**src/hdl/lrr_pkg.sv**
```systemverilog
// ----------------------------------------------------------------------------
// lrr_pkg
// Shared widths, command codes and controller/datapath link types for the
// level round-robin server picker.
// ----------------------------------------------------------------------------
package lrr_pkg;

    // Widths of the item fields at the ports
    localparam int ACTION_W   = 3;
    localparam int IDX_IN_W   = 4;
    localparam int LEVEL_IN_W = 4;
    localparam int CONN_IN_W  = 16;
    localparam int POLICY_W   = 2;

    // Command codes carried by the action field
    typedef enum logic [ACTION_W-1:0] {
        ACT_WRITE        = 3'd0,
        ACT_SET_CONNS    = 3'd1,
        ACT_PICK_PRIMARY = 3'd2,
        ACT_PICK_BACKUP  = 3'd3,
        ACT_CLEAR_POS    = 3'd4
    } t_action;

    // Entry policies; the remaining codes behave as balance
    localparam logic [POLICY_W-1:0] POL_SINGLE  = 2'd0;
    localparam logic [POLICY_W-1:0] POL_BACKUP  = 2'd1;
    localparam logic [POLICY_W-1:0] POL_BALANCE = 2'd2;

    // Source of the entry table read address
    typedef enum logic [1:0] {
        RD_NAMED,
        RD_PRIM,
        RD_SCAN
    } t_rd_sel;

    // Source of the result
    typedef enum logic [1:0] {
        RES_NONE,
        RES_NAMED,
        RES_SCAN
    } t_res_sel;

    // Controller to datapath
    typedef struct packed {
        logic     latch_item;
        logic     do_write;
        logic     do_set;
        logic     do_clear;
        t_rd_sel  rd_sel;
        logic     lv_load;
        logic     scan_start;
        logic     scan_count;
        logic     scan_pick;
        logic     want_load;
        logic     pos_write;
        logic     res_set;
        t_res_sel res_sel;
        logic     out_load;
    } t_dp_cmd;

    // Datapath to controller
    typedef struct packed {
        logic [ACTION_W-1:0] action;
        logic                idx_ok;
        logic                prim_ok;
        logic                rd_valid;
        logic [POLICY_W-1:0] rd_policy;
        logic                rd_at_limit;
        logic                count_done;
        logic                count_zero;
        logic                scan_hit;
        logic                scan_last;
    } t_dp_sts;

endpackage

```
**src/hdl/lrr_datapath.sv**
```systemverilog
// ----------------------------------------------------------------------------
// lrr_datapath
// Entry table, per-level rotation positions, the scan pipeline that counts
// and walks the entries of one level, and the result registers.
// ----------------------------------------------------------------------------
module lrr_datapath import lrr_pkg::*; #(
    parameter int ENTRIES   = 16,
    parameter int LEVELS    = 16,
    parameter int CONN_BITS = 16
) (
    input  logic                  i_clk,
    input  logic                  i_rst_n,
    input  logic [ACTION_W-1:0]   i_action,
    input  logic [IDX_IN_W-1:0]   i_entry_index,
    input  logic [LEVEL_IN_W-1:0] i_group_level,
    input  logic [CONN_IN_W-1:0]  i_conn_limit,
    input  logic [POLICY_W-1:0]   i_policy_code,
    input  logic [CONN_IN_W-1:0]  i_conn_count,
    input  logic [IDX_IN_W-1:0]   i_primary_index,
    input  t_dp_cmd               i_cmd,
    output t_dp_sts               o_sts,
    output logic                  o_found,
    output logic [IDX_IN_W-1:0]   o_chosen_index
);

    localparam int IDX_W = $clog2(ENTRIES);
    localparam int CNT_W = $clog2(ENTRIES + 1);
    localparam int LVL_W = (LEVELS > 1) ? $clog2(LEVELS) : 1;
    localparam logic [IDX_W-1:0] LAST_IDX = IDX_W'(ENTRIES - 1);

    // Latched item
    logic [ACTION_W-1:0]   r_item_action;
    logic [IDX_IN_W-1:0]   r_item_idx;
    logic [LEVEL_IN_W-1:0] r_item_level;
    logic [CONN_IN_W-1:0]  r_item_limit;
    logic [POLICY_W-1:0]   r_item_policy;
    logic [CONN_IN_W-1:0]  r_item_count;
    logic [IDX_IN_W-1:0]   r_item_prim;

    // Entry table and positions
    logic [LVL_W-1:0]     r_mem_level  [ENTRIES];
    logic [CONN_BITS-1:0] r_mem_limit  [ENTRIES];
    logic [CONN_BITS-1:0] r_mem_conns  [ENTRIES];
    logic [POLICY_W-1:0]  r_mem_policy [ENTRIES];
    logic [IDX_W-1:0]     r_mem_pos    [LEVELS];
    logic [ENTRIES-1:0]   r_ent_valid;
    logic [ENTRIES-1:0]   r_conn_set;
    logic [LEVELS-1:0]    r_pos_set;

    // Registered read data
    logic [LVL_W-1:0]     r_rd_level;
    logic [CONN_BITS-1:0] r_rd_limit;
    logic [CONN_BITS-1:0] r_rd_conns_raw;
    logic [POLICY_W-1:0]  r_rd_policy;
    logic                 r_rd_valid;
    logic                 r_rd_conn_set;
    logic [IDX_W-1:0]     r_rd_pos;
    logic                 r_rd_pos_set;

    // Scan state
    logic [LVL_W-1:0] r_lv;
    logic [IDX_W-1:0] r_scan_addr;
    logic             r_eval_vld;
    logic [IDX_W-1:0] r_eval_idx;
    logic [CNT_W-1:0] r_count;
    logic [CNT_W-1:0] r_seen;
    logic [CNT_W-1:0] r_tries;
    logic [IDX_W-1:0] r_want;
    logic [IDX_W-1:0] r_pos_cur;
    logic             r_lap;

    // Result and output
    logic                r_res_found;
    logic [IDX_IN_W-1:0] r_res_idx;
    logic                r_out_found;
    logic [IDX_IN_W-1:0] r_out_idx;

    logic                 idx_ok;
    logic                 prim_ok;
    logic [IDX_W-1:0]     item_addr;
    logic [IDX_W-1:0]     prim_addr;
    logic [IDX_W-1:0]     rd_addr;
    logic [LVL_W-1:0]     item_lvl;
    logic [CONN_BITS-1:0] rd_conns;
    logic                 rd_at_limit;
    logic                 match;
    logic                 consider;
    logic                 scan_hit;
    logic                 scan_last;
    logic [IDX_W-1:0]     pos_next;
    logic [IDX_W-1:0]     want_val;

    // Decode the latched item
    assign idx_ok    = (32'(r_item_idx) < ENTRIES);
    assign prim_ok   = (32'(r_item_prim) < ENTRIES);
    assign item_addr = IDX_W'(r_item_idx);
    assign prim_addr = IDX_W'(r_item_prim);
    assign item_lvl  = (32'(r_item_level) >= LEVELS) ? LVL_W'(LEVELS - 1)
                                                      : LVL_W'(r_item_level);

    // Pick the table read address
    always_comb begin
        case (i_cmd.rd_sel)
            RD_NAMED: rd_addr = item_addr;
            RD_PRIM:  rd_addr = prim_addr;
            RD_SCAN:  rd_addr = r_scan_addr;
            default:  rd_addr = item_addr;
        endcase
    end

    // Limit test and scan decisions on the entry under evaluation
    assign rd_conns    = r_rd_conn_set ? r_rd_conns_raw : '0;
    assign rd_at_limit = (r_rd_limit != '0) && (rd_conns >= r_rd_limit);
    assign match       = r_eval_vld && r_rd_valid && (r_rd_level == r_lv);
    assign consider    = match && (r_lap || (r_seen >= CNT_W'(r_want)));
    assign scan_hit    = consider && !rd_at_limit;
    assign scan_last   = consider && (CNT_W'(r_tries + CNT_W'(1)) == r_count);
    assign pos_next    = (CNT_W'(r_pos_cur) + CNT_W'(1) >= r_count) ? '0
                                                                   : r_pos_cur + IDX_W'(1);
    assign want_val    = (r_rd_pos_set && (CNT_W'(r_rd_pos) < r_count)) ? r_rd_pos : '0;

    // Latch the accepted item
    always_ff @(posedge i_clk) begin
        if (i_cmd.latch_item) begin
            r_item_action <= i_action;
            r_item_idx    <= i_entry_index;
            r_item_level  <= i_group_level;
            r_item_limit  <= i_conn_limit;
            r_item_policy <= i_policy_code;
            r_item_count  <= i_conn_count;
            r_item_prim   <= i_primary_index;
        end
    end

    // Write and read the table memories
    always_ff @(posedge i_clk) begin
        if (i_cmd.do_write && idx_ok) begin
            r_mem_level[item_addr]  <= item_lvl;
            r_mem_limit[item_addr]  <= CONN_BITS'(r_item_limit);
            r_mem_policy[item_addr] <= r_item_policy;
        end
        if (i_cmd.do_set && idx_ok) begin
            r_mem_conns[item_addr] <= CONN_BITS'(r_item_count);
        end
        if (i_cmd.pos_write) begin
            r_mem_pos[r_lv] <= pos_next;
        end
        r_rd_level     <= r_mem_level[rd_addr];
        r_rd_limit     <= r_mem_limit[rd_addr];
        r_rd_conns_raw <= r_mem_conns[rd_addr];
        r_rd_policy    <= r_mem_policy[rd_addr];
        r_rd_pos       <= r_mem_pos[r_lv];
    end

    // Hold the valid bits; a position not yet written reads as zero
    always_ff @(posedge i_clk) begin
        if (!i_rst_n) begin
            r_ent_valid   <= '0;
            r_conn_set    <= '0;
            r_pos_set     <= '0;
            r_rd_valid    <= 1'b0;
            r_rd_conn_set <= 1'b0;
            r_rd_pos_set  <= 1'b0;
        end else begin
            if (i_cmd.do_write && idx_ok) begin
                r_ent_valid[item_addr] <= 1'b1;
            end
            if (i_cmd.do_set && idx_ok) begin
                r_conn_set[item_addr] <= 1'b1;
            end
            if (i_cmd.do_clear) begin
                r_pos_set <= '0;
            end else if (i_cmd.pos_write) begin
                r_pos_set[r_lv] <= 1'b1;
            end
            r_rd_valid    <= r_ent_valid[rd_addr];
            r_rd_conn_set <= r_conn_set[rd_addr];
            r_rd_pos_set  <= r_pos_set[r_lv];
        end
    end

    // Level under rotation
    always_ff @(posedge i_clk) begin
        if (i_cmd.lv_load) begin
            r_lv <= r_rd_level;
        end
    end

    // Walk the entries, count the level, then try them from the position
    always_ff @(posedge i_clk) begin
        if (!i_rst_n) begin
            r_scan_addr <= '0;
            r_eval_vld  <= 1'b0;
            r_eval_idx  <= '0;
            r_count     <= '0;
            r_seen      <= '0;
            r_tries     <= '0;
            r_want      <= '0;
            r_pos_cur   <= '0;
            r_lap       <= 1'b0;
        end else begin
            if (i_cmd.scan_start) begin
                r_scan_addr <= '0;
                r_eval_vld  <= 1'b0;
                r_seen      <= '0;
                r_tries     <= '0;
                r_lap       <= 1'b0;
            end else if (i_cmd.scan_count || i_cmd.scan_pick) begin
                r_scan_addr <= (r_scan_addr == LAST_IDX) ? '0 : r_scan_addr + IDX_W'(1);
                r_eval_vld  <= 1'b1;
                r_eval_idx  <= r_scan_addr;
            end
            if (i_cmd.lv_load) begin
                r_count <= '0;
            end else if (i_cmd.scan_count && match) begin
                r_count <= r_count + CNT_W'(1);
            end
            if (i_cmd.scan_pick && r_eval_vld) begin
                if (match && !r_lap) begin
                    r_seen <= r_seen + CNT_W'(1);
                end
                if (r_eval_idx == LAST_IDX) begin
                    r_lap <= 1'b1;
                end
                if (consider) begin
                    r_tries   <= r_tries + CNT_W'(1);
                    r_pos_cur <= pos_next;
                end
            end
            if (i_cmd.want_load) begin
                r_want    <= want_val;
                r_pos_cur <= want_val;
            end
        end
    end

    // Build the result, then move it to the output register
    always_ff @(posedge i_clk) begin
        if (i_cmd.res_set) begin
            case (i_cmd.res_sel)
                RES_NAMED: begin
                    r_res_found <= 1'b1;
                    r_res_idx   <= r_item_idx;
                end
                RES_SCAN: begin
                    r_res_found <= 1'b1;
                    r_res_idx   <= IDX_IN_W'(r_eval_idx);
                end
                default: begin
                    r_res_found <= 1'b0;
                    r_res_idx   <= '0;
                end
            endcase
        end
        if (i_cmd.out_load) begin
            r_out_found <= r_res_found;
            r_out_idx   <= r_res_idx;
        end
    end

    assign o_found        = r_out_found;
    assign o_chosen_index = r_out_idx;

    // Status to the controller
    always_comb begin
        o_sts.action      = r_item_action;
        o_sts.idx_ok      = idx_ok;
        o_sts.prim_ok     = prim_ok;
        o_sts.rd_valid    = r_rd_valid;
        o_sts.rd_policy   = r_rd_policy;
        o_sts.rd_at_limit = rd_at_limit;
        o_sts.count_done  = r_eval_vld && (r_eval_idx == LAST_IDX);
        o_sts.count_zero  = (r_count == '0);
        o_sts.scan_hit    = scan_hit;
        o_sts.scan_last   = scan_last;
    end

    // A try never runs past the number of entries at the level
    a_tries_bound: assert property (@(posedge i_clk) disable iff (!i_rst_n)
        i_cmd.scan_pick |-> (r_tries < r_count))
        else $error("rotation tries reached the level count while scanning");

    // The start position lies inside the level
    a_want_bound: assert property (@(posedge i_clk) disable iff (!i_rst_n)
        i_cmd.scan_pick |-> (CNT_W'(r_want) < r_count))
        else $error("rotation start position outside the level");

endmodule

```
**src/hdl/lrr_ctrl.sv**
```systemverilog
// ----------------------------------------------------------------------------
// lrr_ctrl
// Sequencer for one command at a time: decode, named and primary lookups,
// the count pass, the rotation pass and the result hand-off.
// ----------------------------------------------------------------------------
module lrr_ctrl import lrr_pkg::*; (
    input  logic    i_clk,
    input  logic    i_rst_n,
    input  logic    i_valid,
    output logic    o_stall,
    output logic    o_valid,
    input  logic    i_stall,
    input  t_dp_sts i_sts,
    output t_dp_cmd o_cmd
);

    typedef enum logic [2:0] {
        S_IDLE,
        S_DISPATCH,
        S_NAMED,
        S_PRIM,
        S_COUNT,
        S_WANT,
        S_SCAN,
        S_DONE
    } t_state;

    t_state r_state;
    t_state n_state;
    logic   r_out_vld;
    logic   n_out_vld;

    // Next state, next output valid and datapath commands
    always_comb begin
        o_cmd     = '0;
        n_state   = r_state;
        n_out_vld = r_out_vld;
        if (r_out_vld && !i_stall) begin
            n_out_vld = 1'b0;
        end
        unique case (r_state)
            S_IDLE: begin
                if (i_valid) begin
                    o_cmd.latch_item = 1'b1;
                    n_state          = S_DISPATCH;
                end
            end
            S_DISPATCH: begin
                o_cmd.rd_sel = RD_NAMED;
                unique case (i_sts.action) inside
                    ACT_WRITE: begin
                        o_cmd.do_write = 1'b1;
                        o_cmd.res_set  = 1'b1;
                        o_cmd.res_sel  = RES_NONE;
                        n_state        = S_DONE;
                    end
                    ACT_SET_CONNS: begin
                        o_cmd.do_set  = 1'b1;
                        o_cmd.res_set = 1'b1;
                        o_cmd.res_sel = RES_NONE;
                        n_state       = S_DONE;
                    end
                    ACT_CLEAR_POS: begin
                        o_cmd.do_clear = 1'b1;
                        o_cmd.res_set  = 1'b1;
                        o_cmd.res_sel  = RES_NONE;
                        n_state        = S_DONE;
                    end
                    ACT_PICK_PRIMARY, ACT_PICK_BACKUP: begin
                        n_state = S_NAMED;
                    end
                    default: begin
                        o_cmd.res_set = 1'b1;
                        o_cmd.res_sel = RES_NONE;
                        n_state       = S_DONE;
                    end
                endcase
            end
            S_NAMED: begin
                // fetch the primary entry in case the backup path needs it
                o_cmd.rd_sel = RD_PRIM;
                if (i_sts.action == ACT_PICK_PRIMARY) begin
                    if (!(i_sts.idx_ok && i_sts.rd_valid)) begin
                        o_cmd.res_set = 1'b1;
                        o_cmd.res_sel = RES_NONE;
                        n_state       = S_DONE;
                    end else if (i_sts.rd_policy == POL_BACKUP && i_sts.rd_at_limit) begin
                        o_cmd.lv_load    = 1'b1;
                        o_cmd.scan_start = 1'b1;
                        n_state          = S_COUNT;
                    end else if (i_sts.rd_policy == POL_SINGLE ||
                                 i_sts.rd_policy == POL_BACKUP) begin
                        o_cmd.res_set = 1'b1;
                        o_cmd.res_sel = RES_NAMED;
                        n_state       = S_DONE;
                    end else begin
                        o_cmd.lv_load    = 1'b1;
                        o_cmd.scan_start = 1'b1;
                        n_state          = S_COUNT;
                    end
                end else begin
                    if (!(i_sts.idx_ok && i_sts.rd_valid) ||
                        i_sts.rd_policy == POL_SINGLE) begin
                        o_cmd.res_set = 1'b1;
                        o_cmd.res_sel = RES_NONE;
                        n_state       = S_DONE;
                    end else begin
                        n_state = S_PRIM;
                    end
                end
            end
            S_PRIM: begin
                if (i_sts.prim_ok && i_sts.rd_valid) begin
                    o_cmd.lv_load    = 1'b1;
                    o_cmd.scan_start = 1'b1;
                    n_state          = S_COUNT;
                end else begin
                    o_cmd.res_set = 1'b1;
                    o_cmd.res_sel = RES_NONE;
                    n_state       = S_DONE;
                end
            end
            S_COUNT: begin
                o_cmd.rd_sel     = RD_SCAN;
                o_cmd.scan_count = 1'b1;
                if (i_sts.count_done) begin
                    n_state = S_WANT;
                end
            end
            S_WANT: begin
                if (i_sts.count_zero) begin
                    o_cmd.res_set = 1'b1;
                    o_cmd.res_sel = RES_NONE;
                    n_state       = S_DONE;
                end else begin
                    o_cmd.want_load  = 1'b1;
                    o_cmd.scan_start = 1'b1;
                    n_state          = S_SCAN;
                end
            end
            S_SCAN: begin
                o_cmd.rd_sel    = RD_SCAN;
                o_cmd.scan_pick = 1'b1;
                if (i_sts.scan_hit) begin
                    o_cmd.pos_write = 1'b1;
                    o_cmd.res_set   = 1'b1;
                    o_cmd.res_sel   = RES_SCAN;
                    n_state         = S_DONE;
                end else if (i_sts.scan_last) begin
                    o_cmd.pos_write = 1'b1;
                    o_cmd.res_set   = 1'b1;
                    o_cmd.res_sel   = RES_NONE;
                    n_state         = S_DONE;
                end
            end
            S_DONE: begin
                // hand over once the output register is free
                if (!r_out_vld || !i_stall) begin
                    o_cmd.out_load = 1'b1;
                    n_out_vld      = 1'b1;
                    n_state        = S_IDLE;
                end
            end
            default: begin
                n_state = S_IDLE;
            end
        endcase
    end

    // Hold state and output valid
    always_ff @(posedge i_clk) begin
        if (!i_rst_n) begin
            r_state   <= S_IDLE;
            r_out_vld <= 1'b0;
        end else begin
            r_state   <= n_state;
            r_out_vld <= n_out_vld;
        end
    end

    assign o_stall = (r_state != S_IDLE);
    assign o_valid = r_out_vld;

    // An accepted item always starts with its decode
    a_accept_dispatch: assert property (@(posedge i_clk) disable iff (!i_rst_n)
        (i_valid && !o_stall) |=> (r_state == S_DISPATCH))
        else $error("accepted item did not reach decode");

    // A result appears only at the end of a command
    a_result_from_done: assert property (@(posedge i_clk) disable iff (!i_rst_n)
        $rose(o_valid) |-> $past(r_state == S_DONE))
        else $error("result raised outside the hand-off state");

    // A finished result waits while the previous one is still held
    a_done_waits: assert property (@(posedge i_clk) disable iff (!i_rst_n)
        (r_state == S_DONE && o_valid && i_stall) |=> (r_state == S_DONE && o_valid))
        else $error("result overwritten while the output was stalled");

endmodule

```
**src/hdl/level_round_robin_server_picker_core.sv**
```systemverilog
// ----------------------------------------------------------------------------
// level_round_robin_server_picker_core
// Backend table with per-level round-robin selection under connection limits.
// ----------------------------------------------------------------------------
// One command is in flight at a time. Write entry, set connections, clear
// positions and unknown actions pass through decode and the hand-off state;
// a pick answered by the named entry also passes the named lookup. A pick that
// rotates reads the entry table one entry per cycle through its single read
// port: one pass counts the entries of the level, and a second walk finds the
// entry at the rotating position and tries the following ones until one is
// below its limit or every entry of the level has been tried. Every command
// returns exactly one result item; the next item is taken while a finished
// result still waits in the output register.
// ----------------------------------------------------------------------------
module level_round_robin_server_picker_core import lrr_pkg::*; #(
    parameter int ENTRIES   = 16,
    parameter int LEVELS    = 16,
    parameter int CONN_BITS = 16
) (
    input  logic                  i_clk,
    input  logic                  i_rst_n,
    input  logic                  i_valid,
    output logic                  o_stall,
    input  logic [ACTION_W-1:0]   i_action,
    input  logic [IDX_IN_W-1:0]   i_entry_index,
    input  logic [LEVEL_IN_W-1:0] i_group_level,
    input  logic [CONN_IN_W-1:0]  i_conn_limit,
    input  logic [POLICY_W-1:0]   i_policy_code,
    input  logic [CONN_IN_W-1:0]  i_conn_count,
    input  logic [IDX_IN_W-1:0]   i_primary_index,
    output logic                  o_valid,
    input  logic                  i_stall,
    output logic                  o_found,
    output logic [IDX_IN_W-1:0]   o_chosen_index
);

    t_dp_cmd cmd;
    t_dp_sts sts;

    // Command sequencer
    lrr_ctrl u_ctrl (
        .i_clk   (i_clk),
        .i_rst_n (i_rst_n),
        .i_valid (i_valid),
        .o_stall (o_stall),
        .o_valid (o_valid),
        .i_stall (i_stall),
        .i_sts   (sts),
        .o_cmd   (cmd)
    );

    // Table, scan pipeline and result registers
    lrr_datapath #(
        .ENTRIES   (ENTRIES),
        .LEVELS    (LEVELS),
        .CONN_BITS (CONN_BITS)
    ) u_datapath (
        .i_clk           (i_clk),
        .i_rst_n         (i_rst_n),
        .i_action        (i_action),
        .i_entry_index   (i_entry_index),
        .i_group_level   (i_group_level),
        .i_conn_limit    (i_conn_limit),
        .i_policy_code   (i_policy_code),
        .i_conn_count    (i_conn_count),
        .i_primary_index (i_primary_index),
        .i_cmd           (cmd),
        .o_sts           (sts),
        .o_found         (o_found),
        .o_chosen_index  (o_chosen_index)
    );

endmodule
```
**config.mk**
```make
export PLATFORM = sky130hd
export DESIGN_NAME = level_round_robin_server_picker_core
export DESIGN_NICKNAME = d
export VERILOG_FILES = /design/src/hdl/lrr_pkg.sv /design/src/hdl/lrr_datapath.sv /design/src/hdl/lrr_ctrl.sv /design/src/hdl/level_round_robin_server_picker_core.sv
export SDC_FILE = /design/constraint.sdc
export NUM_CORES = 1
export LEC_CHECK = 0
export ABC_AREA = 1
export BUFFER_PORTS_ARGS = -buffer_cell sky130_fd_sc_hd__buf_2
export CORE_AREA = 2 2 229 344
export DETAILED_ROUTE_END_ITERATION = 6
export DIE_AREA = 0 0 231 346
export PLACE_DENSITY = 0.64
export SYNTH_ARGS = -nofsm -noshare
export SYNTH_HDL_FRONTEND = slang
export SYNTH_SLANG_ARGS = --single-unit
```
**constraint.sdc**
```tcl
create_clock -name i_clk -period 7.2 [get_ports i_clk]
set_clock_uncertainty 0.2 [all_clocks]
set_input_delay 1.08 -clock i_clk [delete_from_list [all_inputs] [get_ports i_clk]]
set_output_delay 1.08 -clock i_clk [all_outputs]
set_load 0.01 [all_outputs]
```
* Yosys cells after proc, flatten, opt, wreduce, memory -nomap -nowiden *
Memories as Yosys holds them, arrays and structs flattened. A register that Yosys moved wholly into a read port is not among the register bits.
Cells that the tools add are included.

cells by class
  $add $sub $neg = 6
  $lt $le $gt $ge = 9
  equal/unequal tests = 24
  mux-type cells = 84
  bitwise gates (word level) = 5
  reductions and logical operators = 42

operator list
  kind                                                                count
  two-way mux 3 bit                                                   19
  bitwise OR 16 bit                                                   3
  two-way mux 4 bit                                                   8
  two-way mux 1 bit                                                   31
  two-way mux 5 bit                                                   6
  case mux 3 bit (8 select lines)                                     1
  greater-or-equal comparator 16 bit                                  1
  two-way mux 16 bit                                                  1
  case mux 4 bit (2 select lines)                                     2
  nonzero test 16 bit                                                 1
  adder 5 x 1 -> 5 bit (second input constant)                        3
  == test 3 bit (second input constant)                               5
  logical AND 1 bit                                                   15
  < comparator 4 x 5 -> 1 bit (second input constant)                 3
  case mux 3 bit (5 select lines)                                     1
  two-way mux 2 bit                                                   7
  binary-select mux 1 bit (select 4 bit)                              3
  == test 3 x 2 -> 1 bit (second input constant)                      4
  OR reduction 2 bit                                                  6
  adder 4 x 1 -> 4 bit (second input constant)                        2
  demux 1 bit (select 4 bit)                                          2
  == test 4 bit (second input constant)                               2
  greater-or-equal comparator 4 x 1 -> 1 bit (second input constant)  2
  == test 2 x 1 -> 1 bit (second input constant)                      3
  other kinds (24)                                                    39

storage, ports and cells
  flip-flop bits (word level) = 151
  RAM bits = 672
  bits of input ports = 53
  output and inout port bits = 7
  logic and storage cells = 204
  memories = 5

memory list
  name                     depth  bits a word  rd ports  clocked after Yosys merged registers in  write ports  RTL line            source
  u_datapath.r_mem_conns   16     16           1         1                                        1            lrr_datapath.sv:43  logic [CONN_BITS-1:0] r_mem_conns [ENTRIES];
  u_datapath.r_mem_limit   16     16           1         1                                        1            lrr_datapath.sv:42  logic [CONN_BITS-1:0] r_mem_limit [ENTRIES];
  u_datapath.r_mem_level   16     4            1         1                                        1            lrr_datapath.sv:41  logic [LVL_W-1:0] r_mem_level [ENTRIES];
  u_datapath.r_mem_pos     16     4            1         1                                        1            lrr_datapath.sv:45  logic [IDX_W-1:0] r_mem_pos [LEVELS];
  u_datapath.r_mem_policy  16     2            1         1                                        1            lrr_datapath.sv:44  logic [POLICY_W-1:0] r_mem_policy [ENTRIES];

* Longest topological paths before layout *
Gate-level depths: netlist (run 1).

  depth after elaboration = 11
  depth in mapped cells = 21
  depth with buffers taken out = 19

* Modules after synthesis *
A second synthesis (run 1) with hierarchy kept.

second synthesis, totals
  cells, all modules = 2989
  area total of the unflattened synthesis = 35353.9 um^2

modules (own cells, without submodules)
  module        times used  cells each  area an instance (um^2)  sequential area each (um^2)
  lrr_datapath  1           2894        34797.1                  24593.6
  lrr_ctrl      1           95          556.8                    80.1

* Least setup slack after synthesis (run 1) *
Ideal clock, no wire load.

  path kind = input-to-reg
  from = in i_valid
  to = reg u_datapath.r_item_idx[0] (netlist: u_datapath.item_addr[0]), enable pin
  setup time = 0.456 ns
  arrival = 3.162 ns
  path slack = 3.383 ns
  stages on the path = 2
  path through = inv_1 nor2_1

RTL lines
  what                  RTL line                                    source
  start, declared       level_round_robin_server_picker_core.sv:22  input logic i_valid,
  end signal, assigned  lrr_datapath.sv:126                         r_item_idx <= i_entry_index;
  end, declared         lrr_datapath.sv:33                          logic [IDX_IN_W-1:0] r_item_idx;

* Final worst setup path (run 1) *
  from = reg u_ctrl.r_state[0]
  to = reg u_datapath.r_rd_limit[5], read port of u_datapath.r_mem_limit

between the ends
  longest elaborated chain between the ends = 5

RTL lines
  what                                                            RTL line             source
  start, declared                                                 lrr_ctrl.sv:28       t_state r_state;
  start signal, assigned                                          lrr_ctrl.sv:176      r_state <= n_state;
  == test 3 bit                                                   lrr_ctrl.sv:41       unique case (r_state)
  OR reduction 2 bit (no line)                                    n/a
  case mux 2 bit (2 select lines) (*)                             lrr_ctrl.sv:41
  == test 2 bit / == test 2 x 1 -> 1 bit (equally long branches)  lrr_datapath.sv:103  case (i_cmd.rd_sel)
  case mux 4 bit (2 select lines) (*)                             lrr_datapath.sv:103
  end, declared                                                   lrr_datapath.sv:52   logic [CONN_BITS-1:0] r_rd_limit;

Mark *: on every way between the ends. The rest lies on a longest branch, timed or not.
A chain may end at the register's enable or synchronous reset.

==> results of run 1 <==
==> cells in the mapped netlist, drive strengths merged (3+ instances only) <==
| cell | instances | share of area |
|---|---|---|
| buf | 70 | 0.012 |
| a21oi | 45 | 0.0065 |
| xor2 | 7 | 0.0018 |
| o21ai | 282 | 0.041 |
| o22ai | 44 | 0.0080 |
| xnor2 | 3 | 0.00076 |
| or4 | 4 | 0.00087 |
| clkbuf | 86 | 0.0095 |
| o221ai | 64 | 0.016 |
| nor3b | 3 | 0.00065 |
| a22oi | 20 | 0.0044 |
| o21a | 5 | 0.0011 |
| nand2 | 191 | 0.021 |
| nor4 | 4 | 0.00073 |
| o21ba | 16 | 0.0046 |
| ha | 36 | 0.013 |
| or2 | 159 | 0.029 |
| nand4 | 14 | 0.0025 |
| nand3 | 108 | 0.016 |
| nor3 | 9 | 0.0013 |
| edfxtp | 735 | 0.64 |
| nor2 | 350 | 0.039 |
| inv | 140 | 0.015 |
| o211ai | 144 | 0.031 |
| dfxtp | 130 | 0.076 |
| a31oi | 29 | 0.0061 |
==> stage by stage <==
step / area [µm²] / cells / power, mW / utilization
after global routing: 38400 / 3806 / 15.4 / 0.499
after detailed placement: 35800 / 3658 / 10.5 / 0.465
after global placement: 35800 / 3658 / 10.4 / 0.465
after CTS: 38400 / 3806 / 14.7 / 0.499
after floorplan: 34500 / 2705 / 9.31 / -
final: 38400 / 3806 / 14.6 / 0.499
==> state kept, by name (all words and copies together) (netlist names), 5 cells and up <==
signal and flops:
u_datapath.r_mem_conns 256, u_datapath.r_mem_limit 256, u_datapath.r_pos_set 16, u_datapath.r_mem_level 64, u_datapath.r_ent_valid 16, u_datapath.r_mem_policy 32, u_datapath.r_tries 5, u_datapath.r_rd_conns_raw 16
u_datapath.r_conn_set 16, u_datapath.r_item_limit 16, u_datapath.r_count 5, u_datapath.r_item_count 16, u_datapath.r_mem_pos 64, u_datapath.r_rd_limit 16, u_datapath.r_seen 5
==> layout make-up <==
cell class,instances,area [µm²],area share
tap,1016,1270,0.0331
multi-input combinational,1544,8730,0.227
timing repair buffer,93,576,0.0150
clock buffer,113,2240,0.0584
inverter,140,538,0.0140
clock inverter,35,352,0.00916
sequential,865,24700,0.643
==> metal layers <==
layer | vias to the layer above | GRT usage | share of wire | wire length (µm)
li1 | 9944 | - | - | -
met1 | 10700 | 0.251 | 0.40 | 33000
met2 | 639 | 0.367 | 0.51 | 42800
met3 | 175 | 0.0299 | 0.049 | 4070
met4 | 0 | 0.0924 | 0.040 | 3300
met5 | - | 0 | 0 | 0
==> cells by family after synthesis <==
logic type,Yosys count,share of synthesized area
flip-flops,865,0.716
AO/OA/AOI/OAI,655,0.121
buffers and inverters,296,0.0367
XOR/XNOR,10,0.00254
AND/OR/NAND/NOR,843,0.111
adder cells (fa/ha/maj),36,0.0131
==> cell usage in the layout, fill, tap and decap left out, types with 45 or more instances in the layout <==
| cell type | n |
|---|---|
| a21oi_1 | 45 |
| buf_2 | 59 |
| clkbuf_16 | 83 |
| dfxtp_1 | 130 |
| edfxtp_1 | 735 |
| inv_1 | 132 |
| nand2_1 | 189 |
| nand3_1 | 106 |
| nor2_1 | 314 |
| o211ai_1 | 144 |
| o21ai_0 | 239 |
| o221ai_1 | 64 |
| or2_0 | 113 |
==> path summary, 6_finish.rpt <==
check / from / to / slack [ns] / cells past startpoint
worst max register to register: u_ctrl.r_state[0] / u_datapath.r_rd_limit[5] / 3.20 / 11
worst min register to register: u_datapath.r_res_idx[3] / u_datapath.o_chosen_index[3] / 0.22 / 0
worst max-delay path: u_ctrl.r_state[0] / u_datapath.r_rd_limit[5] / 3.20 / 11
worst min-delay path: u_datapath.r_res_idx[3] / u_datapath.o_chosen_index[3] / 0.22 / 0
==> power by group through the flow <==
stage | clock (mW) | combinational, mW | sequential [mW]
6_report | 4.19 | 4.14 | 6.30
4_1_cts | 4.28 | 4.15 | 6.29
5_1_grt | 4.44 | 4.61 | 6.33
2_1_floorplan | 0 | 3.11 | 6.20
3_3_place_gp | 0 | 4.03 | 6.39
3_5_place_dp | 0 | 4.14 | 6.39
==> worst reg2reg max path, delay by kind of cell (launching register included) <==
kind | cells | cell delay, ns
AND/OR/NAND/NOR | 6 | 2.13
buffers and inverters | 2 | 0.58
flip-flops | 1 | 0.56
AO/OA/AOI/OAI | 3 | 0.42
==> summary.md, run 1 <==
| Metric | Value |
|---|---|
| Synth Flop Type | `edfxtp_1` |
| Clock transition at the registers of the reported paths | `0.07 ns` |
| Clk root buf | `clkbuf_16` |
| Post-synth EDFFs | `735` |
| Setup-failing EPs final | `0` |
| Mapped Nets | `2794` |
| Crit-path max cell delay | `0.68 ns` |
| Residual DRC | `0` |
| WL/cell | `21.9 µm` |
| Setup ws final | `3.20 ns` |
| Total Routed Length | `83200 µm` |
| Worst-Skew Late Latency | `0.63 ns` |
| # resized after CTS | `0` |
| Die height | `346 µm` |
| Rows | `125` |
| Outcome | `complete, but fails checks` |
| Max-slew headroom | `-0.0977` |
| CTS tree | `built` |
| Slowest CP cell | `or2_2` |
| Clk network pwr share | `0.286` |
| Fraction of registers with async set/reset | `0` |
| Die ar. | `0.0799 mm²` |
| Chip Width | `231 µm` |
| Syn Inst Count | `2705` |
| Critical Path AT | `4.31 ns` |
| Largest net degree at the start of global routing | `260` |
| Leak Pwr | `12.7 nW` |
| IO Pins | `60` |
| CP endpoint kind | `register` |
| Peak VDD IR | `0.444 mV` |
| TritonCTS Sinks | `865` |
| Share of cells above drive strength 1 | `0.113` |
| H-tree depth | `3` |
| Post-route ant nets | `0` |
| Power per cell area | `381 mW/mm²` |
| Hold buffers post-CTS | `0` |
| Seq/Total Area, Yosys | `0.716` |
| First-pass GRT wire length | `126000 µm` |
| Final Max Tran Viols | `103` |
| Setup bufs post-CTS | `0` |
| Switching pwr | `5.04 mW` |
| Synthesized area | `0.0345 mm²` |
| Synth Register Bits | `865` |
| ANT cells | `0` |
| CP dominant cell by count | `nand2_4` |
| Crit Path Max Fanout | `259` |
| Post-DP HPWL | `46800 µm` |
| RD Place Congestion | `0.859` |
| Max_cap viols | `0` |
| YS warnings | `0` |
| Pre-antenna DRT Iters | `5` |
| Initial antenna violation count | `0` |
| Initial DRC Count | `1903` |
| Worst slack, placed | `3.35 ns` |
| Yosys cell types | `46` |
| Layout Nets | `2813` |
| Syn Area/Cell | `12.7 µm²` |
| RSZ-0062 raised after global routing | `false` |
| Final hold viol count | `0` |
| Internal | `9.58 mW` |
| GRT Total Usage | `0.208` |
| Buf+Inv Stages, Crit Path | `2` |
| Part of the power in registers | `0.431` |
| Achievable frequency | `250 MHz` |
| Comb power frac | `0.283` |
| Post-layout minimum cycle time | `4.00 ns` |
| Crit-path leading delay family | `simple AND/OR/NAND/NOR gates` |
| CTS max path bufs | `3` |
| Vias | `21400` |
| Crit-path cells | `nor2_8 > inv_2 > nand2_4 > nand3_1 > nand2_4 > buf_12 > or2_2 > o21ai_0 > o22ai_1 > o211ai_1 > nand2_1` |
| Remaining Overflow, GRT | `0` |
| HP Class | `reg2reg` |
| Total negative slack | `0 ns` |
| Final Cycle Share | `0.555` |
| Worst hold slack | `0.220 ns` |
| Crit Path Category | `reg2reg` |
| Core area | `0.0769 mm²` |
| I/O Buffers | `59` |
| Sw frac | `0.345` |
| CP startpoint kind | `register` |
| Starting density of the core | `0.448` |
| CTS buffer count | `80` |
| Violated checks | `slew limit` |
| Slew at the pin closest to its max-slew limit | `1.65 ns` |
| Vias per cell | `5.63` |
| Worst Path Required | `7.51 ns` |
| Vias in the first global route | `21300` |
| FILL cells | `6539` |
| Layout area overhead | `11.4%` |
No activity file was read; power rests on OpenSTA's default activity.
==> run 2, diff against run 1 <==
--- a/config.mk
+++ b/config.mk
@@ -5,11 +5,11 @@
 export SDC_FILE = /design/constraint.sdc
 export NUM_CORES = 1
 export LEC_CHECK = 0
-export ABC_AREA = 1
+export ABC_AREA = 0
 export BUFFER_PORTS_ARGS = -buffer_cell sky130_fd_sc_hd__buf_2
-export CORE_AREA = 2 2 229 344
+export CORE_AREA = 2 2 231 347
 export DETAILED_ROUTE_END_ITERATION = 6
-export DIE_AREA = 0 0 231 346
+export DIE_AREA = 0 0 233 349
 export PLACE_DENSITY = 0.64
 export SYNTH_ARGS = -nofsm -noshare
 export SYNTH_HDL_FRONTEND = slang
==> constraint.sdc (replaced) <==
create_clock -name i_clk -period 4.15 [get_ports i_clk]
set_clock_uncertainty 0.2 [all_clocks]
set_input_delay 0.6225 -clock i_clk [delete_from_list [all_inputs] [get_ports i_clk]]
set_output_delay 0.6225 -clock i_clk [all_outputs]
set_load 0.01 [all_outputs]
==> run 2 against run 1 <==
  * Synthesized area grew 1.7%
  * Clock power grew 72%
  * Highest routed layer is now met5
  * Cell count shrank 12%
  * Critical path type unchanged
  * Critical endpoint is now u_datapath.r_res_found
  * Design area grew 4.3%
  * Register-to-register slack lost 2.8 ns
  * Maximum frequency grew 7.4%
  * The flow now finishes without violations
  * Combinational power grew 72%
  * Critical path depth shrank 2
==> summary.md, run 2 <==
| Metric | Value |
|---|---|
| Synth top area share | `0.630 (-0.0106)` |
| Outcome | `complete, no violations` |
| Yosys cell types | `77 (+67%)` |
| Die height | `349 µm (+0.87%)` |
| Largest family of logic cells by synthesized area | `multiplexers` |
| Crit Path Category | `reg2reg` |
| Setup ws final | `0.429 ns (-2.77 ns)` |
| CP startpoint kind | `register` |
| Max-slew headroom | `0.192 (+0.289)` |
| CTS tree | `built` |
| Synthesized area | `0.0350 mm² (+1.7%)` |
| Synth Area in Compound Gates | `0.0304 (-0.0905)` |
| I/O Buffers | `59 (unchanged)` |
| Worst Path Required | `4.19 ns (-3.32 ns)` |
| Clock transition at the registers of the reported paths | `0.07 ns (about the same)` |
| Largest net degree at the start of global routing | `65 (-75%)` |
| Synth Area in Adders | `0.0129 (-0.000217)` |
| Layout Cells excl Fill | `3358 (-12%)` |
| Layout Nets | `2358 (-16%)` |
| Pre-antenna DRT Iters | `5 (unchanged)` |
| Design Power | `25.0 mW (+71%)` |
| Worst hold slack | `0.0182 ns (-0.202 ns)` |
| Count leader, synth | `edfxtp_1` |
| Peak VDD IR | `0.460 mV (+3.6%)` |
| Design area | `0.0400 mm² (+4.3%)` |
| Synth Register Bits | `865 (unchanged)` |
| Final hold viol count | `0 (unchanged)` |
| Initial DRC Count | `1259 (-34%)` |
| Leading cell types in the layout, fill and taps excluded | `735 x edfxtp_1, 588 x mux2i_1, 130 x dfxtp_1` |
| Remaining Overflow, GRT | `0 (unchanged)` |
| Syn Inst Count | `2118 (-22%)` |
| CTS buffer count | `79 (-1.3%)` |
| RSZ-0062 raised after global routing | `false` |
| Vias per cell | `5.47 (-2.9%)` |
| WL/cell | `22.8 µm (+4.5%)` |
| Rows | `126 (+0.80%)` |
| CTS max path bufs | `3 (unchanged)` |
| IO Pins | `60 (unchanged)` |
| Ranking of synthesized cells by area | `edfxtp_1 63%, mux2i_1 17%, dfxtp_1 7.4%, mux4_2 1.6%, ha_1 1.3%` |
| Largest registers | `u_datapath.r_mem_conns (256), u_datapath.r_mem_limit (256)` |
| Die ar. | `0.0813 mm² (+1.7%)` |
| CP endpoint kind | `register` |
| Placement Cell Area | `0.0371 mm² (+3.5%)` |
| Setup-failing EPs final | `0 (unchanged)` |
| TritonCTS Sinks | `865 (unchanged)` |
| Total negative slack | `0 ns (unchanged)` |
| Vias | `18400 (-14%)` |
| Post-DP HPWL | `45100 µm (-3.7%)` |
| YS warnings | `0 (unchanged)` |
| First-pass GRT wire length | `115000 µm (-9.1%)` |
| Leading cell type in the layout, fill and taps excluded | `edfxtp_1` |
| Layout area overhead | `14.3%` |
| Initial antenna violation count | `3 (+3)` |
| Slew at the pin closest to its max-slew limit | `1.20 ns (-0.449 ns)` |
| Seq/Total Area, Yosys | `0.704 (-0.0119)` |
| Clk root buf | `clkbuf_16` |
| RD Place Congestion | `0.857 (-0.16%)` |
| Area leader, netlist | `edfxtp_1` |
| Post-route ant nets | `0 (unchanged)` |
| Worst-Skew Late Latency | `0.62 ns (about the same)` |
| Most frequent cells after synthesis | `735 x edfxtp_1, 588 x mux2i_1, 130 x dfxtp_1, 117 x nor2_1, 66 x nand2_1` |
| Post-layout minimum cycle time | `3.72 ns (-0.276 ns)` |
| Crit Path Max Fanout | `16 (-94%)` |
| Syn Area/Cell | `16.5 µm² (+30%)` |
| Final Max Tran Viols | `0 (-100%)` |
| XOR/XNOR Fraction of Synth Area | `0.00471 (+0.00217)` |
| Fin util | `0.511 (+0.0123)` |
| Critical Path AT | `3.76 ns (-0.55 ns)` |
| Leak Pwr | `15.2 nW (+20%)` |
| Share of cells above drive strength 1 | `0.147 (+0.0345)` |
| Synth Flop Type | `edfxtp_1` |
| Final Cycle Share | `0.897 (+0.341)` |
| Residual DRC | `0 (unchanged)` |
| HP Class | `in2reg` |
| Multiplexer share of the synthesized area | `0.184 (+0.184)` |
| Total Routed Length | `76700 µm (-7.8%)` |
| Core area | `0.0784 mm² (+1.8%)` |
| Chip Width | `233 µm (+0.87%)` |
| Power per cell area | `625 mW/mm² (+64%)` |
| H-tree depth | `3 (unchanged)` |
| # resized after CTS | `0 (unchanged)` |
| Mapped Nets | `2207 (-21%)` |
| Fraction of registers with async set/reset | `0 (unchanged)` |
| Post-synth EDFFs | `735 (unchanged)` |
| Synth Area in Simple Gates | `0.0431 (-0.0678)` |
| Achievable frequency | `269 MHz (+7.4%)` |
| Starting density of the core | `0.447 (-0.000600)` |
| GRT Total Usage | `0.190 (-0.0173)` |
| Max_cap viols | `0 (unchanged)` |
| Worst slack, placed | `0.430 ns (-2.92 ns)` |
| FILL cells | `6290 (-3.8%)` |
| Vias in the first global route | `19000 (-11%)` |
| Setup bufs post-CTS | `0 (unchanged)` |
| Dpl cells | `3169 (-13%)` |
==> run 2: cell count changes after synthesis, moves of 39 or more <==
cell,change
nor2_1,-230
o211ai_1,-142
nand2_1,-124
mux2i_1,+588
or2_0,-113
nand3_1,-95
o22ai_1,-42
o221ai_1,-63
clkbuf_1,-66
o21ai_0,-225
o21ai_1,-39
inv_1,-99
==> run 2: logic make-up after synthesis <==
kind of cell    count (synthesis)
fa+ha+maj                      36
mux                           613
flops                         865
compound gates                130
buf+inv                       141
simple gates                  315
xor+xnor                       18
==> run 2: power by group <==
| part | internal, mW | total (mW) | switching [mW] | leakage (nW) |
|---|---|---|---|---|
| registers | 10.1 | 10.7 | 0.566 | 7.63 |
| logic | 3.15 | 7.11 | 3.96 | 6.29 |
| clock network | 4.10 | 7.22 | 3.12 | 1.26 |
==> run 2: worst paths after layout <==
check	start	to	slack, ns	cells after the start
setup / recovery	u_datapath.r_rd_conn_set	u_datapath.r_res_found	0.43	9
hold / removal	i_conn_limit[13]	u_datapath.r_item_limit[13]	0.02	1
setup reg to reg	u_datapath.r_rd_conn_set	u_datapath.r_res_found	0.43	9
hold reg to reg	u_datapath.r_res_idx[3]	u_datapath.o_chosen_index[3]	0.24	0
==> run 2: cell type report <==
class	instances	area, µm²	share of cell area
Antenna cell	1	2.50	0.0000625
Clock buffer	101	2170	0.0543
Clock inverter	44	389	0.00972
Inverter	35	131	0.00328
Multi-Input combinational cell	1112	9840	0.246
Sequential cell	865	24700	0.616
Tap cell	1024	1280	0.0320
Timing Repair Buffer	176	1560	0.0389
==> run 2: layer usage <==
layer,up-vias,wire length (µm),global-route usage
met2,413,41200,0.352
met3,126,3100,0.0289
met5,-,9,0
li1,8449,-,-
met1,9375,30300,0.225
met4,2,2050,0.0619
==> run 2: what timing repair did <==
item | in CTS | in global routing
hold buffers | 43 | 0
setup endpoints to repair | 0 | 0
endpoints found under the hold margin | 43 | 0
==> run 2: worst max-delay path, cell delays in order, from the launching register on <==
cell and delay (ns):
dfxtp_1 0.56, and2_1 0.20, ha_1 0.25, a21oi_1 0.13, o21ai_0 0.12, a221oi_1 0.32, o21ai_0 0.15, buf_4 0.18
and3_1 0.22, o311ai_0 1.01
==> run 3, diff against run 2 <==
--- a/config.mk
+++ b/config.mk
@@ -8,6 +8,7 @@
 export ABC_AREA = 0
 export BUFFER_PORTS_ARGS = -buffer_cell sky130_fd_sc_hd__buf_2
 export CORE_AREA = 2 2 231 347
+export CTS_BUF_LIST = sky130_fd_sc_hd__clkbuf_8 sky130_fd_sc_hd__clkbuf_16
 export DETAILED_ROUTE_END_ITERATION = 6
 export DIE_AREA = 0 0 233 349
 export PLACE_DENSITY = 0.64
==> run 3 against run 2 <==
  * Total power fell by 0.15%
  * Critical endpoint unchanged
  * Wire length fell by 0.23%
  * Sequential cell count did not move
  * Setup slack got worse by 0.0088 ns
  * Largest power group unchanged
  * First-iteration DRC count rose by 2.0%
  * Global-route usage barely moved
==> summary.md, run 3 (same netlist as run 2, synthesis figures left out) <==
| Metric | Value |
|---|---|
| Outcome | `complete, no violations` |
| Residual DRC | `0 (unchanged)` |
| Design area | `0.0400 mm² (unchanged)` |
| Rows | `126 (unchanged)` |
| Final Cycle Share | `0.899 (+0.00212)` |
| Clock transition at the registers of the reported paths | `0.07 ns (about the same)` |
| Crit-path cells | `and2_1 > ha_1 > a21oi_1 > o21ai_0 > a221oi_1 > o21ai_0 > buf_4 > and3_1 > o311ai_0` |
| Post-layout minimum cycle time | `3.73 ns (+0.00881 ns)` |
| CTS buffer count | `79 (unchanged)` |
| Largest net degree at the start of global routing | `65 (unchanged)` |
| Critical Path AT | `3.76 ns (about the same)` |
| Crit-path max cell delay | `1.02 ns (about the same)` |
| Leading cell types in the layout, fill and taps excluded | `735 x edfxtp_1, 588 x mux2i_1, 130 x dfxtp_1` |
| Met3 usage | `0.0289 (unchanged)` |
| First-pass GRT wire length | `115000 µm (about the same)` |
| Power per cell area | `624 mW/mm² (-0.15%)` |
| CTS tree | `built` |
| Slowest CP cell | `o311ai_0` |
| Slew at the pin closest to its max-slew limit | `1.21 ns (+0.0116 ns)` |
| Crit Path Max Fanout | `16 (unchanged)` |
| Post-route ant nets | `0 (unchanged)` |
| Layout area overhead | `14.3% (unchanged)` |
| Vias | `18400 (-0.054%)` |
| Max-slew headroom | `0.184 (-0.00783)` |
| Largest registers | `u_datapath.r_mem_conns (256), u_datapath.r_mem_limit (256)` |
| Die height | `349 µm (unchanged)` |
| Vias per cell | `5.47 (about the same)` |
| Worst-Skew Late Latency | `0.62 ns (about the same)` |
| Achievable frequency | `268 MHz (-0.24%)` |
| CP dominant cell by count | `o21ai_0` |
| Max_cap viols | `0 (unchanged)` |
| Post-DP HPWL | `45100 µm (unchanged)` |
| Final Max Tran Viols | `0 (unchanged)` |
| Chip Width | `233 µm (unchanged)` |
| RSZ-0062 raised after global routing | `false` |
| Setup bufs post-CTS | `0 (unchanged)` |
| # resized after CTS | `0 (unchanged)` |
| HP Class | `in2reg` |
| I/O Buffers | `59 (unchanged)` |
| TritonCTS Sinks | `865 (unchanged)` |
| Starting density of the core | `0.447 (unchanged)` |
| Pre-antenna DRT Iters | `5 (unchanged)` |
| Core area | `0.0784 mm² (unchanged)` |
| Buf+Inv Stages, Crit Path | `1 (unchanged)` |
| Worst Path Required | `4.18 ns (about the same)` |
| Peak VDD IR | `0.459 mV (about the same)` |
| Clk root buf | `clkbuf_16` |
| Grt peak-use layer | `met2` |
| Crit-path leading delay family | `compound AO/OA/AOI/OAI gates` |
| WL/cell | `22.8 µm (-0.23%)` |
| Leading cell type in the layout, fill and taps excluded | `edfxtp_1` |
| Layout Nets | `2358 (unchanged)` |
| Die ar. | `0.0813 mm² (unchanged)` |
| Placement Cell Area | `0.0371 mm² (unchanged)` |
| Total negative slack | `0 ns (unchanged)` |
| Total Routed Length | `76500 µm (-0.23%)` |
| Leak Pwr | `15.2 nW (+0.41%)` |
| Crit Path Category | `reg2reg` |
| CP endpoint kind | `register` |
| Share of cells above drive strength 1 | `0.147 (unchanged)` |
| GRT Total Usage | `0.190 (about the same)` |
| RD Place Congestion | `0.857 (unchanged)` |
| Initial antenna violation count | `3 (unchanged)` |
| IO Pins | `60 (unchanged)` |
| Grt met1 use | `0.224 (about the same)` |
| Met2 Use GR | `0.352 (about the same)` |
| Remaining Overflow, GRT | `0 (unchanged)` |
| Initial DRC Count | `1284 (+2.0%)` |
| Setup-failing EPs final | `0 (unchanged)` |
| Vias in the first global route | `19000 (+0.032%)` |
| CTS max path bufs | `3 (unchanged)` |
| H-tree depth | `3 (unchanged)` |
| CP startpoint kind | `register` |
| Final hold viol count | `0 (unchanged)` |
| Worst R2R Setup Slack | `0.42 ns (about the same)` |
==> run 3: final cells by class <==
type | instances | area (µm²)
clock buffer | 86 | 2120
clock inverter | 59 | 445
inverter | 35 | 131
fill | 6290 | 38300
multi-input combinational | 1112 | 9840
sequential | 865 | 24700
tap | 1024 | 1280
antenna | 1 | 2.50
timing repair buffer | 176 | 1560
==> run 3: path summary, 6_finish.rpt <==
kind | endpoint | start | cells past startpoint
hold / removal | u_datapath.r_item_limit[13] | i_conn_limit[13] | 1
hold reg to reg | u_datapath.o_chosen_index[3] | u_datapath.r_res_idx[3] | 0
setup reg to reg | u_datapath.r_res_found | u_datapath.r_rd_conn_set | 9
setup / recovery | u_datapath.r_res_found | u_datapath.r_rd_conn_set | 9
==> run 3: worst register-to-register path, delay by kind of cell (launching register included) <==
family,cells,cell delay (ns)
flops,1,0.56
simple gates,2,0.42
fa+ha+maj,1,0.25
buf+inv,1,0.18
compound gates,5,1.74
==> run 3: timing repair <==
action	CTS	global route
hold buffers	43	0
endpoints found under the hold margin	43	0
setup endpoints to repair	0	0
==> run 3: per-layer routing <==
metal  up-vias  share of wire
li1       8467              -
met1      9347           0.39
met4         2          0.027
met3       124          0.042
met5         -        0.00012
met2       415           0.54
==> run 3: through the flow <==
stage | total power [mW] | setup slack [ns] | instances | utilization | hold slack [ns]
global placement | 17.9 | 0.504 | 3169 | 0.473 | 0.229
finish | 25.0 | 0.421 | 3358 | 0.511 | 0.0227
global route | 26.1 | 0.189 | 3357 | 0.511 | 0.00423
CTS | 25.3 | 0.418 | 3357 | 0.511 | 0.00824
detailed placement | 18.1 | 0.430 | 3169 | 0.473 | 0.223
floorplan | 16.0 | 0.986 | 2118 | - | 0.200
==> run 3: report_power, final <==
| part | switching [mW] | total [mW] | internal [mW] |
|---|---|---|---|
| logic | 3.96 | 7.11 | 3.15 |
| clock network | 3.12 | 7.18 | 4.06 |
| registers | 0.565 | 10.7 | 10.1 |
| total | 7.65 | 25.0 | 17.4 |
